### src/rtl/core/grpc_pkg.sv
`default_nettype none

package grpc_pkg;

  localparam int MAX_POINTS_DEF = 64;
  localparam int COORD_W        = 32;
  localparam int RADIUS_W       = 31;

  typedef struct packed {
    logic signed [COORD_W-1:0] point_x;
    logic signed [COORD_W-1:0] point_y;
    logic                      point_last;
  } point_t;

  typedef struct packed {
    logic signed [COORD_W-1:0] centroid_x;
    logic signed [COORD_W-1:0] centroid_y;
    logic                      centroid_last;
  } centroid_t;

  typedef enum logic [2:0] {
    ST_IDLE,
    ST_INIT,
    ST_LSCAN,
    ST_LCAP,
    ST_INNER,
    ST_DRAIN,
    ST_DWAIT,
    ST_OUT
  } ctrl_state_t;

  typedef struct packed {
    logic store;
    logic rsq_load;
    logic i_clear;
    logic i_inc;
    logic lead_rd;
    logic lead_cap;
    logic j_load;
    logic j_issue;
    logic div_start;
    logic out_load;
    logic list_clear;
  } dp_cmd_t;

  typedef struct packed {
    logic i_at_end;
    logic i_marked;
    logic j_at_end;
    logic pipe_busy;
    logic div_done;
  } dp_stat_t;

endpackage

`default_nettype wire

### src/rtl/core/grpc_ctrl.sv
`default_nettype none

module grpc_ctrl (
  input  wire logic               clk,
  input  wire logic               rst_n,
  input  wire logic               in_valid,
  input  wire logic               in_last,
  input  wire logic               out_ready,
  input  wire grpc_pkg::dp_stat_t stat,
  output logic                    in_ready,
  output logic                    out_valid,
  output grpc_pkg::dp_cmd_t       cmd
);

  grpc_pkg::ctrl_state_t state_r, state_nxt;

  always_ff @(posedge clk) begin
    if (!rst_n) begin
      state_r <= grpc_pkg::ST_IDLE;
    end else begin
      state_r <= state_nxt;
    end
  end

  always_comb begin
    state_nxt = state_r;
    cmd       = '0;
    in_ready  = 1'b0;
    out_valid = 1'b0;
    unique case (state_r)
      grpc_pkg::ST_IDLE: begin
        in_ready = 1'b1;
        if (in_valid) begin
          cmd.store = 1'b1;
          if (in_last) begin
            state_nxt = grpc_pkg::ST_INIT;
          end
        end
      end
      grpc_pkg::ST_INIT: begin
        cmd.rsq_load = 1'b1;
        cmd.i_clear  = 1'b1;
        state_nxt    = grpc_pkg::ST_LSCAN;
      end
      grpc_pkg::ST_LSCAN: begin
        if (stat.i_at_end) begin
          cmd.list_clear = 1'b1;
          state_nxt      = grpc_pkg::ST_IDLE;
        end else if (stat.i_marked) begin
          cmd.i_inc = 1'b1;
        end else begin
          cmd.lead_rd = 1'b1;
          state_nxt   = grpc_pkg::ST_LCAP;
        end
      end
      grpc_pkg::ST_LCAP: begin
        cmd.lead_cap = 1'b1;
        cmd.j_load   = 1'b1;
        state_nxt    = grpc_pkg::ST_INNER;
      end
      grpc_pkg::ST_INNER: begin
        if (stat.j_at_end) begin
          state_nxt = grpc_pkg::ST_DRAIN;
        end else begin
          cmd.j_issue = 1'b1;
        end
      end
      grpc_pkg::ST_DRAIN: begin
        if (!stat.pipe_busy) begin
          cmd.div_start = 1'b1;
          state_nxt     = grpc_pkg::ST_DWAIT;
        end
      end
      grpc_pkg::ST_DWAIT: begin
        if (stat.div_done) begin
          cmd.out_load = 1'b1;
          state_nxt    = grpc_pkg::ST_OUT;
        end
      end
      grpc_pkg::ST_OUT: begin
        out_valid = 1'b1;
        if (out_ready) begin
          cmd.i_inc = 1'b1;
          state_nxt = grpc_pkg::ST_LSCAN;
        end
      end
      default: begin
        state_nxt = grpc_pkg::ST_IDLE;
      end
    endcase
  end

endmodule

`default_nettype wire

### config.mk
export PLATFORM = sky130hd
export DESIGN_NAME = grpc_ctrl
export DESIGN_NICKNAME = d
export VERILOG_FILES = /design/src/rtl/core/grpc_pkg.sv /design/src/rtl/core/grpc_ctrl.sv
export SDC_FILE = /design/constraint.sdc
export NUM_CORES = 1
export LEC_CHECK = 0
export BUFFER_PORTS_ARGS = -buffer_cell sky130_fd_sc_hd__buf_2
export CORE_AREA = 3 3 40 42
export DETAILED_ROUTE_END_ITERATION = 7
export DIE_AREA = 0 0 43 45
export PLACE_DENSITY = 0.49
export SETUP_SLACK_MARGIN = 0.4
export SLEW_MARGIN = 15
export SYNTH_ARGS = -nofsm -noshare
export SYNTH_HDL_FRONTEND = slang
export SYNTH_SLANG_ARGS = --single-unit
### constraint.sdc
create_clock -name clk -period 1.3 [get_ports clk]
set_input_delay 0.26 -clock clk [delete_from_list [all_inputs] [get_ports clk]]
set_output_delay 0.26 -clock clk [all_outputs]
set_load 0.01 [all_outputs]
Word level (Yosys, flattened, before mapping)
Cells that the tools add are included.
- output and inout bits: 13
- register bits: 3
- mux-type cells: 29
- equality and inequality tests: 14
- reduce and logical (&&, ||, !) cells: 2
- operators with widths (kind ; count):
    two-way mux 3 bit ; 8
    case mux 3 bit (8 select lines) ; 1
    two-way mux 1 bit ; 16
    equality test 3 bit, second input constant ; 4
    inequality test 2 bit, second input constant ; 6
    AND reduction 7 bit ; 1
    equality test 3 x 2 -> 1 bit, second input constant ; 2
    two-way mux 2 bit ; 3
    equality test 3 x 1 -> 1 bit, second input constant ; 1
    zero test 3 bit ; 1
    inequality test 3 bit, second input constant ; 1
    case mux 1 bit (2 select lines) ; 1

Depth between registers and ports, before layout
- word-level depth: 3
- gate-level depth with buffers: 5
- gate-level depth less buffers: 4

Worst setup path before layout
No wires, ideal clock.
- path kind: reg2out
- from: register state_r[0]
- to: output cmd[9] (netlist bit)
- slack: -0.117 ns
- data arrival time: 1.157 ns
- cell stages (with the launch flop): 5
- cells stage by stage: dfxtp_1 > buf_6 > buf_2 > nor3b_1 > buf_4
- RTL lines (element ; line ; RTL):
    from (decl) ; grpc_ctrl.sv:15 ; grpc_pkg::ctrl_state_t state_r, state_nxt;
    from (signal assigned) ; grpc_ctrl.sv:19 ; state_r <= grpc_pkg::ST_IDLE;
    from (signal assigned) ; grpc_ctrl.sv:21 ; state_r <= state_nxt;
    to (decl) ; grpc_ctrl.sv:12 ; output grpc_pkg::dp_cmd_t cmd

==> run_results.csv <==
group,metric,value,unit
logic_synthesis,synth_nets,52,
sta,finalMaxSlewViolations,0,
layout,post-route-util,0.528,
layout,fillers,125,
detailed_routing,top_layer,"met3",
sta,min_period_over_period,1.07,
critical_path,cp_slowest_stage_delay,360,ps
critical_path,endpoint_kind,"output pin",
logic_synthesis,synth_top_family_by_area,"simple AND/OR/NAND/NOR gates",
layout,antenna_cells,0,
logic_synthesis,syn-cell-area,322,sq um
critical_path,r2r_slack,-40,ps
logic_synthesis,async_reset_ff_frac,0,
sta,tightest_slew,195,ps
critical_path,slowest_stage,"dfxtp_4",
sta,period_minus_slack,1390,ps
logic_synthesis,synth_top_flop_cell,"dfxtp_1",
logic_synthesis,synth_cells,42,
detailed_routing,wl_met2,468,um
logic_synthesis,synth-edff-count,0,
logic_synthesis,yosys.area.top_type_share,0.187,
logic_synthesis,synth_xor_area_frac,0,
detailed_routing,wl_per_cell,10.8,um
critical_path,crit_buf_inv,2,
detailed_routing,vias_per_cell,4.81,
critical_path,worst-setup-path-type,"reg -> out",
global_route,grt_pass1_vias,407,
floorplan,num_rows,13,
clock_tree,cts_sinks,3,
place,place_hpwl,651,um
sta,fmax,720,MHz
detailed_routing,wl_met3,90,um
logic_synthesis,synth_adder_area_share,0,
layout,drive_gt1_frac,0.753,
layout,largest_reg_flops,3,
clock_tree,cts_tree,"yes",
logic_synthesis,synth.most_common_cell,"nand2_1",
detailed_routing,drt-initial-drc-count,1,
pwr,ir_drop,771,uV
logic_synthesis,synth.top_cells.by_count,"nand2_1, buf_2, dfxtp_1, mux2i_1",
worst_hold_path,worstHoldPathType,"in -> reg",
layout,area_growth,111,%
logic_synthesis,synth_area_leaders,"dfxtp_1, mux2i_1, nand2_1",
flow_run,maxCapViolations,0,
clock_tree,clockRootBuffer,"clkbuf_4",
place,place.gp.congestion,0.655,
detailed_routing,remaining_drc_errors,0,
clock_tree,cts.clk_slew.worst_paths,40,ps
floorplan,die_width,43,um
global_route,grt_start_max_net_pins,13,
critical_path,worstPathArrival,1130,ps
outcome,violations,"setup timing",
logic_synthesis,synth_warnings,0,
layout,final_area,678,sq um
critical_path,critPathLaunchType,"flop",
critical_path,cp_max_fo,6,
layout,max_flop_register,"state_r",
logic_synthesis,muxShareOfSynthArea,0.0934,
critical_path,cp_cell_sequence,"buf_6, nor4bb_2, buf_2",
clock_tree,clk_latency,230,ps
critical_path,cp.depth,3,
logic_synthesis,synthDistinctLibCells,25,
critical_path,crit_family,"flip-flops",
critical_path,critPathRequiredTime,1040,ps
floorplan,die-area,1940,sq um
sta,maxSlewHeadroom,0.868,
global_route,grt_pass1_wl,1620,um
floorplan,die_y,45,um
pwr,p_leak,0.000316,uW
critical_path,rr_worst_depth,6,
clock_tree,clk_path_buf_depth,2,
logic_synthesis,yosys.area.top_type,"dfxtp_1",
floorplan,io_pins,23,
sta,rsz0062_at_grt,"yes",
global_route,grt-ovfl-total,0,
pwr,power.density,1790,nW/um^2
outcome,status,"complete, but fails checks",
detailed_routing,first_pass_iters,2,
logic_synthesis,yosys.area_share.simple,0.444,
place,port_buffers,22,
floorplan,core_area,1280,sq um
layout,largest_registers,"state_r: 3 flops",
clock_tree,htree_num_levels,1,
detailed_routing,met1Wirelength,386,um
worst_hold_path,min_path_cells,2,
sta,layout_setup_ws,-88.2,ps
sta,setup_violations,13,
sta,hold_viol,0,
detailed_routing,finalWirelength,946,um
floorplan,start_util,0.250,
place,placed_area,503,sq um
detailed_routing,antenna_left,0,
logic_synthesis,synth.ff_latch_count,3,
logic_synthesis,synth_compound_area_frac,0.136,
layout,final_nets,84,
global_route,grt_usage,0.109,
clock_tree,numCtsBuffers,3,
logic_synthesis,avgSynthCellArea,7.66,sq um
clock_tree,hold_buffers,0,
logic_synthesis,ys_seq_area_frac,0.187,
global_route,antenna_found_initial,0,
detailed_routing,dr_total_vias,423,
sta,skew,5.78,ps
kinds of logic after synthesis:
family          count (synthesis)
compound gates                  7
mux                             3
flops                           3
simple gates                   22
buf+inv                         7
metal layers:
metal | global-route usage | up-vias
met5 | 0 | -
met1 | 0.122 | 188
li1 | - | 214
met3 | 0.0199 | 0
met2 | 0.189 | 21
met4 | 0.0723 | 0
path summary, 6_finish.rpt:
check	startpoint	end
max	state_r[1]	cmd[2]
min	out_ready	state_r[2]
max reg2reg	state_r[0]	state_r[1]
min reg2reg	state_r[2]	state_r[2]
where the power goes:
part | internal, uW | total [uW] | switching [uW]
Sequential | 142 | 228 | 85.7
Combinational | 504 | 823 | 320
Clock | 115 | 161 | 46.2
final cells by class:
type	count	area [sq um]	area share
timing repair buffer	33	262	0.386
sequential	3	71.3	0.105
tap	15	18.8	0.0277
clock buffer	4	26.3	0.0387
inverter	1	3.75	0.00554
multi-input combinational	32	297	0.437
worst reg2reg max path, cell delays in order, from the launching register on:
cell,delay (ps)
dfxtp_4,370
buf_6,130
buf_6,110
and4b_1,170
a31oi_1,170
nand3_2,130
mux2i_1,130
through the flow:
stage	TNS (ps)	hold slack (ps)	total power (uW)	worst slack, ps	std cells
3_5_place_dp	0	502	806	41.3	76
2_1_floorplan	0	345	685	119	42
5_1_grt	-1400	262	1310	-141	88
6_report	-568	258	1210	-88.2	88
3_3_place_gp	0	501	805	64.1	76
4_1_cts	-743	257	1190	-102	87
cell usage in the layout, fill, tap and decap left out:
cell      instances
a211oi_1          1
and3b_4           1
buf_6            11
nor4b_4           1
nor3b_4           1
clkbuf_4          3
clkbuf_1          1
nor3_4            1
and2_4            2
dfxtp_4           3
buf_2            16
inv_1             1
nor2_1            1
o21ai_0           1
and3_4            1
a31oi_1           1
nor2_2            1
a21oi_2           1
and4b_1           2
nand3_2           2
or3_1             1
nor4bb_2          1
buf_12            1
mux2i_1           3
o21ai_1           1
buf_4             5
nand2_2           2
o211ai_1          1
nand2_1           4
nor2b_4           1
a211oi_2          1
what timing repair did:
item                                    4_1_cts  5_1_grt
gates resized for setup                      16        4
cloned                                        0        0
endpoints found under the setup margin       16       16
setup buffers                                 7        1
pin swaps                                     9        6
Note: power is estimated with default switching activity, not from simulation.
